===== config.mk =====
export PLATFORM = sky130hd
export DESIGN_NAME = command_retransmit_tracker
export DESIGN_NICKNAME = d
export VERILOG_FILES = /design/src/rtl/core/crt_pkg.sv /design/src/rtl/core/crt_ram.sv /design/src/rtl/core/crt_ctrl.sv /design/src/rtl/core/crt_dpath.sv /design/src/rtl/core/command_retransmit_tracker.sv
export SDC_FILE = /design/constraint.sdc
export NUM_CORES = 2
export LEC_CHECK = 0
export BUFFER_PORTS_ARGS = -buffer_cell sky130_fd_sc_hd__buf_2
export CAP_MARGIN = 20
export CORE_MARGIN = 2
export CORE_UTILIZATION = 50
export DETAILED_ROUTE_END_ITERATION = 10
export PLACE_DENSITY = 0.66
export SLEW_MARGIN = 20
export SYNTH_ARGS = -nofsm -noshare
export SYNTH_HDL_FRONTEND = slang
export SYNTH_SLANG_ARGS = --single-unit

===== constraint.sdc =====
create_clock -name i_clk -period 12.8 [get_ports i_clk]
set_clock_uncertainty 0.05 [all_clocks]
set_input_delay 0 -clock i_clk [delete_from_list [all_inputs] [get_ports i_clk]]
set_output_delay 0 -clock i_clk [all_outputs]
set_load 0.02 [all_outputs]

===== src/rtl/core/crt_pkg.sv =====
// Shared types, codes and helper functions for the command retransmit tracker.
`timescale 1ns / 1ps

package crt_pkg;

    // Event codes carried by one input beat
    typedef enum logic [1:0] {
        K_REGISTER = 2'd0,
        K_SENT     = 2'd1,
        K_TICK     = 2'd2,
        K_ACK      = 2'd3
    } t_kind;

    // Configuration register indexes
    localparam logic [1:0] CFG_INITIAL_RTT = 2'd0;
    localparam logic [1:0] CFG_MIN_TIMEOUT = 2'd1;
    localparam logic [1:0] CFG_MAX_TIMEOUT = 2'd2;

    localparam int          TABLE_DEPTH_DEF   = 16;
    localparam logic [31:0] INITIAL_RTT_RESET = 32'd200;
    localparam logic [31:0] MIN_TIMEOUT_RESET = 32'd50;
    localparam logic [31:0] MAX_TIMEOUT_RESET = 32'd5000;

    // Table word: sequence, sent flag, last send time
    localparam int ENTRY_W = 65;

    // Write source for the entry table
    typedef enum logic [2:0] {
        W_NONE,
        W_NEW,
        W_STAMP,
        W_TICK,
        W_SHIFT
    } t_wsel;

    // Result beat kinds
    typedef enum logic [2:0] {
        E_FAIL,
        E_OKZERO,
        E_NEW,
        E_PEND_MID,
        E_PEND_LAST
    } t_esel;

    // Controller to datapath commands
    typedef struct packed {
        logic  load;
        logic  rd;
        logic  rd_next;
        logic  idx_clr;
        logic  idx_inc;
        logic  cand_bump;
        t_wsel wr_sel;
        logic  hit;
        logic  obs1;
        logic  obs2;
        logic  cnt_inc;
        logic  cnt_dec;
        logic  commit_seq;
        logic  pend_load;
        logic  emit;
        t_esel emit_sel;
    } t_cmd;

    // Datapath to controller status
    typedef struct packed {
        t_kind kind;
        logic  full;
        logic  at_end;
        logic  match;
        logic  due;
        logic  sample_ok;
        logic  last_pos;
        logic  pend_vld;
    } t_status;

    // Sequence increment that never lands on zero
    function automatic logic [31:0] bump_seq(input logic [31:0] s);
        logic [31:0] t;
        t = s + 32'd1;
        return (t == 32'd0) ? 32'd1 : t;
    endfunction

    function automatic logic [31:0] load_srtt(input logic [31:0] v);
        return (v > 32'd1) ? v : 32'd1;
    endfunction

    function automatic logic [31:0] load_var(input logic [31:0] srtt);
        return (srtt[31:1] > 31'd1) ? {1'b0, srtt[31:1]} : 32'd1;
    endfunction

endpackage


===== src/rtl/core/crt_ram.sv =====
// Generic single write port, single read port RAM with registered read data.
`timescale 1ns / 1ps

module crt_ram #(
    parameter int WIDTH = 8,
    parameter int DEPTH = 16,
    localparam int AW = (DEPTH > 1) ? $clog2(DEPTH) : 1
) (
    input  logic             i_clk,
    input  logic             i_we,
    input  logic [AW-1:0]    i_waddr,
    input  logic [WIDTH-1:0] i_wdata,
    input  logic             i_re,
    input  logic [AW-1:0]    i_raddr,
    output logic [WIDTH-1:0] o_rdata
);

    logic [WIDTH-1:0] r_mem [DEPTH];
    logic [WIDTH-1:0] r_rdata;

    always_ff @(posedge i_clk) begin
        if (i_we) begin
            r_mem[i_waddr] <= i_wdata;
        end
        if (i_re) begin
            r_rdata <= r_mem[i_raddr];
        end
    end

    assign o_rdata = r_rdata;

endmodule


===== src/rtl/core/crt_ctrl.sv =====
// Sequencing state machine for the retransmit tracker.
`timescale 1ns / 1ps

module crt_ctrl (
    input  logic             i_clk,
    input  logic             i_rst_n,
    input  logic             i_start,
    input  crt_pkg::t_status i_status,
    output crt_pkg::t_cmd    o_cmd,
    output logic             o_busy
);

    import crt_pkg::*;

    typedef enum logic [2:0] {
        S_IDLE,
        S_RD,
        S_CK,
        S_OBS1,
        S_OBS2,
        S_SH_CHK,
        S_SH_WR,
        S_ACK_DONE
    } t_state;

    t_state r_state, n_state;
    logic   r_busy;
    t_cmd   cmd;

    // Next state and per-cycle commands
    always_comb begin
        cmd     = '0;
        n_state = r_state;
        unique case (r_state)
            S_IDLE: begin
                if (i_start) begin
                    cmd.load = 1'b1;
                    n_state  = S_RD;
                end
            end
            S_RD: begin
                if (i_status.kind == K_REGISTER && i_status.full) begin
                    cmd.emit     = 1'b1;
                    cmd.emit_sel = E_FAIL;
                    n_state      = S_IDLE;
                end else if (i_status.at_end) begin
                    cmd.emit = 1'b1;
                    n_state  = S_IDLE;
                    case (i_status.kind)
                        K_REGISTER: begin
                            cmd.wr_sel     = W_NEW;
                            cmd.cnt_inc    = 1'b1;
                            cmd.commit_seq = 1'b1;
                            cmd.emit_sel   = E_NEW;
                        end
                        K_TICK: begin
                            cmd.emit_sel = i_status.pend_vld ? E_PEND_LAST : E_FAIL;
                        end
                        default: begin
                            cmd.emit_sel = E_FAIL;
                        end
                    endcase
                end else begin
                    cmd.rd  = 1'b1;
                    n_state = S_CK;
                end
            end
            S_CK: begin
                n_state = S_RD;
                case (i_status.kind)
                    K_REGISTER: begin
                        if (i_status.match) begin
                            cmd.cand_bump = 1'b1;
                            cmd.idx_clr   = 1'b1;
                        end else begin
                            cmd.idx_inc = 1'b1;
                        end
                    end
                    K_SENT: begin
                        if (i_status.match) begin
                            cmd.wr_sel   = W_STAMP;
                            cmd.emit     = 1'b1;
                            cmd.emit_sel = E_OKZERO;
                            n_state      = S_IDLE;
                        end else begin
                            cmd.idx_inc = 1'b1;
                        end
                    end
                    K_TICK: begin
                        cmd.idx_inc = 1'b1;
                        if (i_status.due) begin
                            cmd.wr_sel    = W_TICK;
                            cmd.pend_load = 1'b1;
                            cmd.emit      = i_status.pend_vld;
                            cmd.emit_sel  = E_PEND_MID;
                        end
                    end
                    default: begin
                        if (i_status.match) begin
                            cmd.hit = 1'b1;
                            n_state = i_status.sample_ok ? S_OBS1 : S_SH_CHK;
                        end else begin
                            cmd.idx_inc = 1'b1;
                        end
                    end
                endcase
            end
            S_OBS1: begin
                cmd.obs1 = 1'b1;
                n_state  = S_OBS2;
            end
            S_OBS2: begin
                cmd.obs2 = 1'b1;
                n_state  = S_SH_CHK;
            end
            S_SH_CHK: begin
                if (i_status.last_pos) begin
                    cmd.cnt_dec = 1'b1;
                    n_state     = S_ACK_DONE;
                end else begin
                    cmd.rd      = 1'b1;
                    cmd.rd_next = 1'b1;
                    n_state     = S_SH_WR;
                end
            end
            S_SH_WR: begin
                cmd.wr_sel  = W_SHIFT;
                cmd.idx_inc = 1'b1;
                n_state     = S_SH_CHK;
            end
            S_ACK_DONE: begin
                cmd.emit     = 1'b1;
                cmd.emit_sel = E_OKZERO;
                n_state      = S_IDLE;
            end
            default: begin
                n_state = S_IDLE;
            end
        endcase
    end

    // State and busy flag
    always_ff @(posedge i_clk) begin
        if (!i_rst_n) begin
            r_state <= S_IDLE;
            r_busy  <= 1'b0;
        end else begin
            r_state <= n_state;
            r_busy  <= (n_state != S_IDLE);
        end
    end

    assign o_cmd  = cmd;
    assign o_busy = r_busy;

endmodule


===== src/rtl/core/crt_dpath.sv =====
// Entry table, RTT estimator, timeout and result registers of the tracker.
`timescale 1ns / 1ps

module crt_dpath #(
    parameter int DEPTH = crt_pkg::TABLE_DEPTH_DEF
) (
    input  logic             i_clk,
    input  logic             i_rst_n,
    input  crt_pkg::t_cmd    i_cmd,
    output crt_pkg::t_status o_status,
    input  logic [1:0]       i_kind,
    input  logic [31:0]      i_sequence_req,
    input  logic [31:0]      i_now_ms,
    input  logic             i_cfg_we,
    input  logic [1:0]       i_cfg_index,
    input  logic [31:0]      i_cfg_data,
    output logic             o_result_valid,
    output logic [31:0]      o_sequence_out,
    output logic             o_ok,
    output logic             o_last,
    output logic [31:0]      o_retry_timeout_ms
);

    import crt_pkg::*;

    localparam int AW = (DEPTH > 1) ? $clog2(DEPTH) : 1;
    localparam int IW = $clog2(DEPTH + 1);

    t_kind       r_kind;
    logic [31:0] r_seq_req, r_now;
    logic [IW-1:0] r_cnt, r_idx;
    logic [31:0] r_cand, r_next_seq;
    logic [31:0] r_srtt, r_var, r_rto, r_min, r_max;
    logic [31:0] r_sample, r_delta, r_wv, r_wr;
    logic        r_pend_vld;
    logic [31:0] r_pend_seq;
    logic        r_valid, r_ok, r_last;
    logic [31:0] r_seq_out, r_rto_out;

    logic [ENTRY_W-1:0] rdata, wdata;
    logic [31:0]        rd_seq, rd_time;
    logic               rd_sent;
    logic               we;
    logic [IW:0]        idx_p1;
    logic [AW-1:0]      raddr;

    assign rd_seq  = rdata[64:33];
    assign rd_sent = rdata[32];
    assign rd_time = rdata[31:0];
    assign idx_p1  = {1'b0, r_idx} + {{IW{1'b0}}, 1'b1};
    assign raddr   = i_cmd.rd_next ? idx_p1[AW-1:0] : r_idx[AW-1:0];

    // Table write source
    always_comb begin
        we    = 1'b1;
        wdata = rdata;
        case (i_cmd.wr_sel)
            W_NEW:   wdata = {r_cand, 1'b0, 32'd0};
            W_STAMP: wdata = {rd_seq, 1'b1, r_now};
            W_TICK:  wdata = {rd_seq, rd_sent, r_now};
            W_SHIFT: wdata = rdata;
            default: we = 1'b0;
        endcase
    end

    crt_ram #(
        .WIDTH (ENTRY_W),
        .DEPTH (DEPTH)
    ) u_table (
        .i_clk   (i_clk),
        .i_we    (we),
        .i_waddr (r_idx[AW-1:0]),
        .i_wdata (wdata),
        .i_re    (i_cmd.rd),
        .i_raddr (raddr),
        .o_rdata (rdata)
    );

    // Retry timeout: srtt + 4*var, saturated, then clamped
    logic [31:0] win, t_sat, t_lo, rto_next;
    logic [32:0] t_sum;
    always_comb begin
        win      = (|r_var[31:30]) ? 32'hFFFF_FFFF : {r_var[29:0], 2'b00};
        t_sum    = {1'b0, r_srtt} + {1'b0, win};
        t_sat    = t_sum[32] ? 32'hFFFF_FFFF : t_sum[31:0];
        t_lo     = (t_sat < r_min) ? r_min : t_sat;
        rto_next = (t_lo > r_max) ? r_max : t_lo;
    end

    // Entry checks against the word just read
    logic [31:0] age, match_val;
    logic        time_ok;
    assign age       = r_now - rd_time;
    assign time_ok   = (r_now >= rd_time);
    assign match_val = (r_kind == K_REGISTER) ? r_cand : r_seq_req;

    // Estimator terms: first step products, second step sums
    logic [31:0] delta_n, wv_n, wr_n;
    logic [33:0] v3;
    logic [34:0] s7;
    logic [32:0] sv, sr;
    always_comb begin
        delta_n = (r_sample > r_srtt) ? (r_sample - r_srtt) : (r_srtt - r_sample);
        v3      = {2'b00, r_var} + {1'b0, r_var, 1'b0};
        wv_n    = (|v3[33:32]) ? 32'hFFFF_FFFF : v3[31:0];
        s7      = {r_srtt, 3'b000} - {3'b000, r_srtt};
        wr_n    = (|s7[34:32]) ? 32'hFFFF_FFFF : s7[31:0];
        sv      = {1'b0, r_wv} + {1'b0, r_delta};
        sr      = {1'b0, r_wr} + {1'b0, r_sample};
    end

    // Result beat contents
    logic [31:0] e_seq;
    logic        e_ok, e_last;
    always_comb begin
        e_seq  = 32'd0;
        e_ok   = 1'b1;
        e_last = 1'b1;
        case (i_cmd.emit_sel)
            E_FAIL:      e_ok = 1'b0;
            E_NEW:       e_seq = r_cand;
            E_PEND_MID: begin
                e_seq  = r_pend_seq;
                e_last = 1'b0;
            end
            E_PEND_LAST: e_seq = r_pend_seq;
            default:     e_seq = 32'd0;
        endcase
    end

    // Control state: counts, sequence, estimator, configuration
    always_ff @(posedge i_clk) begin
        if (!i_rst_n) begin
            r_cnt      <= '0;
            r_idx      <= '0;
            r_next_seq <= 32'd1;
            r_srtt     <= load_srtt(INITIAL_RTT_RESET);
            r_var      <= load_var(load_srtt(INITIAL_RTT_RESET));
            r_min      <= MIN_TIMEOUT_RESET;
            r_max      <= MAX_TIMEOUT_RESET;
            r_rto      <= 32'd0;
            r_pend_vld <= 1'b0;
            r_valid    <= 1'b0;
        end else begin
            r_rto   <= rto_next;
            r_valid <= i_cmd.emit;
            if (i_cfg_we) begin
                case (i_cfg_index)
                    CFG_INITIAL_RTT: begin
                        r_srtt <= load_srtt(i_cfg_data);
                        r_var  <= load_var(load_srtt(i_cfg_data));
                    end
                    CFG_MIN_TIMEOUT: r_min <= i_cfg_data;
                    CFG_MAX_TIMEOUT: r_max <= i_cfg_data;
                    default: ;
                endcase
            end
            if (i_cmd.obs2) begin
                r_var  <= sv[32] ? 32'hFFFF_FFFF : {2'b00, sv[31:2]};
                r_srtt <= sr[32] ? 32'hFFFF_FFFF : {3'b000, sr[31:3]};
            end
            if (i_cmd.load || i_cmd.idx_clr) begin
                r_idx <= '0;
            end else if (i_cmd.idx_inc) begin
                r_idx <= idx_p1[IW-1:0];
            end
            if (i_cmd.cnt_inc) begin
                r_cnt <= r_cnt + {{(IW-1){1'b0}}, 1'b1};
            end else if (i_cmd.cnt_dec) begin
                r_cnt <= r_cnt - {{(IW-1){1'b0}}, 1'b1};
            end
            if (i_cmd.commit_seq) begin
                r_next_seq <= bump_seq(r_cand);
            end
            if (i_cmd.load) begin
                r_pend_vld <= 1'b0;
            end else if (i_cmd.pend_load) begin
                r_pend_vld <= 1'b1;
            end
        end
    end

    // Payload registers
    always_ff @(posedge i_clk) begin
        if (i_cmd.load) begin
            r_kind    <= t_kind'(i_kind);
            r_seq_req <= i_sequence_req;
            r_now     <= i_now_ms;
            r_cand    <= r_next_seq;
        end else if (i_cmd.cand_bump) begin
            r_cand <= bump_seq(r_cand);
        end
        if (i_cmd.hit) begin
            r_sample <= age;
        end
        if (i_cmd.obs1) begin
            r_delta <= delta_n;
            r_wv    <= wv_n;
            r_wr    <= wr_n;
        end
        if (i_cmd.pend_load) begin
            r_pend_seq <= rd_seq;
        end
        if (i_cmd.emit) begin
            r_seq_out <= e_seq;
            r_ok      <= e_ok;
            r_last    <= e_last;
            r_rto_out <= r_rto;
        end
    end

    assign o_status.kind      = r_kind;
    assign o_status.full      = (r_cnt == IW'(DEPTH));
    assign o_status.at_end    = (r_idx == r_cnt);
    assign o_status.match     = (rd_seq == match_val);
    assign o_status.due       = rd_sent && time_ok && (age >= r_rto);
    assign o_status.sample_ok = rd_sent && time_ok;
    assign o_status.last_pos  = (idx_p1 == {1'b0, r_cnt});
    assign o_status.pend_vld  = r_pend_vld;

    assign o_result_valid     = r_valid;
    assign o_sequence_out     = r_seq_out;
    assign o_ok               = r_ok;
    assign o_last             = r_last;
    assign o_retry_timeout_ms = r_rto_out;

endmodule


===== src/rtl/core/command_retransmit_tracker.sv =====
// Top level of the command retransmit tracker: controller plus datapath.
// Each item scans the table from its first entry: register and tick scan all N pending entries,
// and a register restarts the scan for each pending sequence that its candidate hits; mark sent
// stops at the hit, and an ack hit updates the RTT estimate when sampled, then moves later entries up.
// One item at a time; the next is accepted at the edge that ends the final beat.
// Receiver cannot stall. Synchronous active low reset empties the table, loads defaults.
`timescale 1ns / 1ps

module command_retransmit_tracker #(
    parameter int TABLE_DEPTH = crt_pkg::TABLE_DEPTH_DEF
) (
    input  logic        i_clk,
    input  logic        i_rst_n,
    input  logic        i_start,
    output logic        o_busy,
    input  logic [1:0]  i_kind,
    input  logic [31:0] i_sequence_req,
    input  logic [31:0] i_now_ms,
    input  logic        i_cfg_we,
    input  logic [1:0]  i_cfg_index,
    input  logic [31:0] i_cfg_data,
    output logic        o_result_valid,
    output logic [31:0] o_sequence_out,
    output logic        o_ok,
    output logic        o_last,
    output logic [31:0] o_retry_timeout_ms
);

    import crt_pkg::*;

    t_cmd    cmd;
    t_status status;

    crt_ctrl u_ctrl (
        .i_clk    (i_clk),
        .i_rst_n  (i_rst_n),
        .i_start  (i_start),
        .i_status (status),
        .o_cmd    (cmd),
        .o_busy   (o_busy)
    );

    crt_dpath #(
        .DEPTH (TABLE_DEPTH)
    ) u_dpath (
        .i_clk              (i_clk),
        .i_rst_n            (i_rst_n),
        .i_cmd              (cmd),
        .o_status           (status),
        .i_kind             (i_kind),
        .i_sequence_req     (i_sequence_req),
        .i_now_ms           (i_now_ms),
        .i_cfg_we           (i_cfg_we),
        .i_cfg_index        (i_cfg_index),
        .i_cfg_data         (i_cfg_data),
        .o_result_valid     (o_result_valid),
        .o_sequence_out     (o_sequence_out),
        .o_ok               (o_ok),
        .o_last             (o_last),
        .o_retry_timeout_ms (o_retry_timeout_ms)
    );

    // A result beat only follows a cycle of work on an item
    a_beat_after_busy: assert property (@(posedge i_clk) disable iff (!i_rst_n)
        o_result_valid |-> $past(o_busy))
        else $error("result beat without active item");

    // A failed beat carries no sequence
    a_fail_zero: assert property (@(posedge i_clk) disable iff (!i_rst_n)
        (o_result_valid && !o_ok) |-> (o_sequence_out == 32'd0))
        else $error("failed beat with nonzero sequence");

    // Only resubmissions may leave the item open
    a_mid_is_ok: assert property (@(posedge i_clk) disable iff (!i_rst_n)
        (o_result_valid && !o_last) |-> (o_ok && o_sequence_out != 32'd0))
        else $error("non-final beat is not a resubmission");

endmodule


==> flow_summary.toml <==
[run_status]
outcome = "finished, final reports clean"

[cells_and_area]
area_delta_synth_final_pct = 13.0
mostFrequentLayoutCell = "edfxtp_1"
top_register = "u_dpath.u_table.r_mem"
stdcell_count = 8947
largest_reg_flops = 1040
nFillCells = 12800
drive_gt1_frac = 0.128
final_cell_mix = "edfxtp_1 (1429), nand2_1 (411), a21oi_1 (409)"
final_nets = 7116

[timing]
hold_ws_ns = 0.0344
period_share = 0.816
rsz0062_at_grt = "no"
setup_viol = 0
setup_tns_ns = 0
hold_viol_final = 0
slew_headroom = 0.162
max_freq_mhz = 95.8
tightestPinTransition_ns = 1.25
slew_violations = 0
min_period_ns = 10.44

[clocking]
cts_resized = 0
insertion_delay_ns = 0.84
numClockSinks = 1637
cts_tree = "yes"
htreeDepth = 4
clk_pin_slew_ns = 0.07
cts_root_buffer = "clkbuf_16"
clockBufferDepth = 3
cts_made_buffers = 175
post_cts.repair.setup_buffers = 0

[synthesis]
synth_area_leaders = "edfxtp_1 (53%), ha_1 (5.6%), mux4_2 (5.4%)"
synth_cell_types = 87
synth_seq_area_share = 0.579
synth_area_um2 = 81300
yosysWarnings = 0
synth_nets = 6872
synthesis.instances = 6401
synth_top_area_share = 0.528
yosysTopAreaCell = "edfxtp_1"
syn_avg_cell_area_um2 = 12.7
ys_seq_elements = 1637
synth_edf_count = 1429
synth_flop_cell = "edfxtp_1"
async_flop_share = 0

[job]
maxCapViolCount = 0

[global_route]
grt_max_degree = 227
grt_overflow = 0
antenna_found_initial = 18
grt_pass1_vias = 56000
grt_usage = 0.282
grt_pass1_wl_um = 354000

[floorplan]
die_y_um = 407
core-area_um2 = 161000
dieArea_um2 = 166000
placementRows = 147
pin_count = 172
die_w_um = 407
start_util = 0.505

[worst_setup_path]
cp_max_fo = 59
end_kind = "flop"
crit_slowest_cell = "a2111oi_1"
r2r_end = "u_dpath.r_rto[26]$_SDFF_PN0_"
rr_startpoint = "u_dpath.r_var[31]$_SDFFE_PN0P_"
crit_path_max_incr_delay_ns = 0.83
required_ns = 13.51
r2r_setup_slack_ns = 2.36
critPathKind = "flop to flop"
worstRegToRegCells = 38
cpMostUsedCell = "a21o_1"
arrival_ns = 11.15
start_kind = "flop"

[hold_path]
hold_depth = 4
hold_end = "u_dpath.r_min[16]$_SDFFE_PN0P_"
hp-class = "input port to flop"
worstHoldStart = "i_cfg_data[16]"

[detailed_routing]
post_drt_wl_per_cell_um = 26.9
dr.pass1.iters = 6
via_per_inst = 6.44
wirelength_um = 240000
drc_errors = 0
drtIter0Drc = 7160
postRouteAntennaNets = 0
vias = 57600

[pwr]
ir_drop_mv = 0.150
p_leak_uw = 0.0324
pwr_density_cell_nw_per_um2 = 138

[placement]
dp_hpwl_um = 151000
gp_congestion = 0.926
port-buffer-count = 171
numPlacedInstances = 8408
==> worst max-delay path, delay by kind of cell, from the launching register on <==
| kind | cells | cell delay [ns] |
|---|---|---|
| flip-flops | 1 | 0.38 |
| buffers and inverters | 4 | 1.44 |
| AND/OR/NAND/NOR | 8 | 1.52 |
| AO/OA/AOI/OAI | 22 | 5.45 |
| adder cells (fa/ha/maj) | 4 | 1.50 |
==> per-layer routing <==
layer / part of all wire / up-vias / global-route usage
met4: 0.049 / 2 / 0.130
met2: 0.47 / 2595 / 0.459
met5: 0.000054 / - / 0
met3: 0.080 / 573 / 0.0467
met1: 0.40 / 28800 / 0.371
li1: - / 25600 / -
==> synthesized netlist by cell type, drive strengths merged, types with 12 or more instances <==
cell type	instances
xor2	93
a31oi	41
mux4	195
o221a	65
nor2b	46
o31ai	20
inv	275
nor4	30
nor2	273
xnor2	156
nand3	93
o21bai	28
a221oi	28
dfxtp	208
o22ai	269
nor3	66
mux2	51
and3	47
a22o	68
nand4	55
o211ai	25
edfxtp	1429
a21oi	413
mux2i	49
nand2	413
a2111oi	12
a21o	163
o21a	36
clkbuf	241
a211oi	59
nand2b	75
buf	166
o221ai	263
ha	361
and2	21
o21ai	412
or3	14
==> how the worst max path moves through the flow <==
stage	startpoint	to	cells after the start
final	u_dpath.r_var[31]$_SDFFE_PN0P_	u_dpath.r_rto[26]$_SDFF_PN0_	38
after global routing	u_dpath.r_var[31]$_SDFFE_PN0P_	u_dpath.r_rto[26]$_SDFF_PN0_	39
after global placement	u_dpath.r_var[31]$_SDFFE_PN0P_	u_dpath.r_rto[31]$_SDFF_PN0_	38
after floorplan	u_dpath.r_var[31]$_SDFFE_PN0P_	u_dpath.r_rto[10]$_SDFF_PN0_	40
after detailed placement	u_dpath.r_var[31]$_SDFFE_PN0P_	u_dpath.r_rto[26]$_SDFF_PN0_	39
after CTS	u_dpath.r_var[31]$_SDFFE_PN0P_	u_dpath.r_rto[26]$_SDFF_PN0_	39
==> stage by stage <==
stage / total power (uW) / setup slack (ns) / area [um^2] / utilization
final: 12700 / 2.36 / 91800 / 0.571
after global routing: 13100 / 1.55 / 91800 / 0.570
after CTS: 12700 / 2.46 / 91700 / 0.570
after detailed placement: 7590 / 2.57 / 83900 / 0.521
after global placement: 7560 / 2.67 / 83900 / 0.521
after floorplan: 7080 / 4.61 / 81300 / -
==> cell type report <==
type / instances / area (um^2) / area share
multi-input combinational: 4082 / 31500 / 0.343
clock inverter: 89 / 1100 / 0.0120
timing repair buffer: 474 / 3750 / 0.0408
clock buffer: 222 / 4610 / 0.0502
antenna: 8 / 20.0 / 0.000218
sequential: 1637 / 47100 / 0.513
inverter: 275 / 1040 / 0.0113
tap: 2160 / 2700 / 0.0294
==> what timing repair did <==
item / 4_1_cts / 5_1_grt
setup endpoints to repair: 0 / 0
endpoints found under the hold margin: 235 / 0
hold buffers: 217 / 0
==> power breakdown <==
group          total [uW]  switching, uW  leakage (uW)  internal, uW
sequential           6080            149        0.0147          5930
clock                5090           2180       0.00276          2910
combinational        1490            932        0.0150           556
total               12700           3260        0.0324          9400
==> cells by family (layout without fill, tap and decap cells) <==
kind of cell / Yosys count / count (layout) / synth area share
adders and majority gates: 368 / 368 / 0.0572
muxes: 295 / 295 / 0.0672
DFF: 1637 / 1637 / 0.579
AOI/OAI and AO/OA: 1992 / 1992 / 0.165
other: 0 / 8 / 0
and+or+nand+nor: 1178 / 1178 / 0.0681
xor gates and xnor gates: 249 / 249 / 0.0268
buffers and inverters: 682 / 1060 / 0.0360
Note: power is estimated with default switching activity, not from simulation.
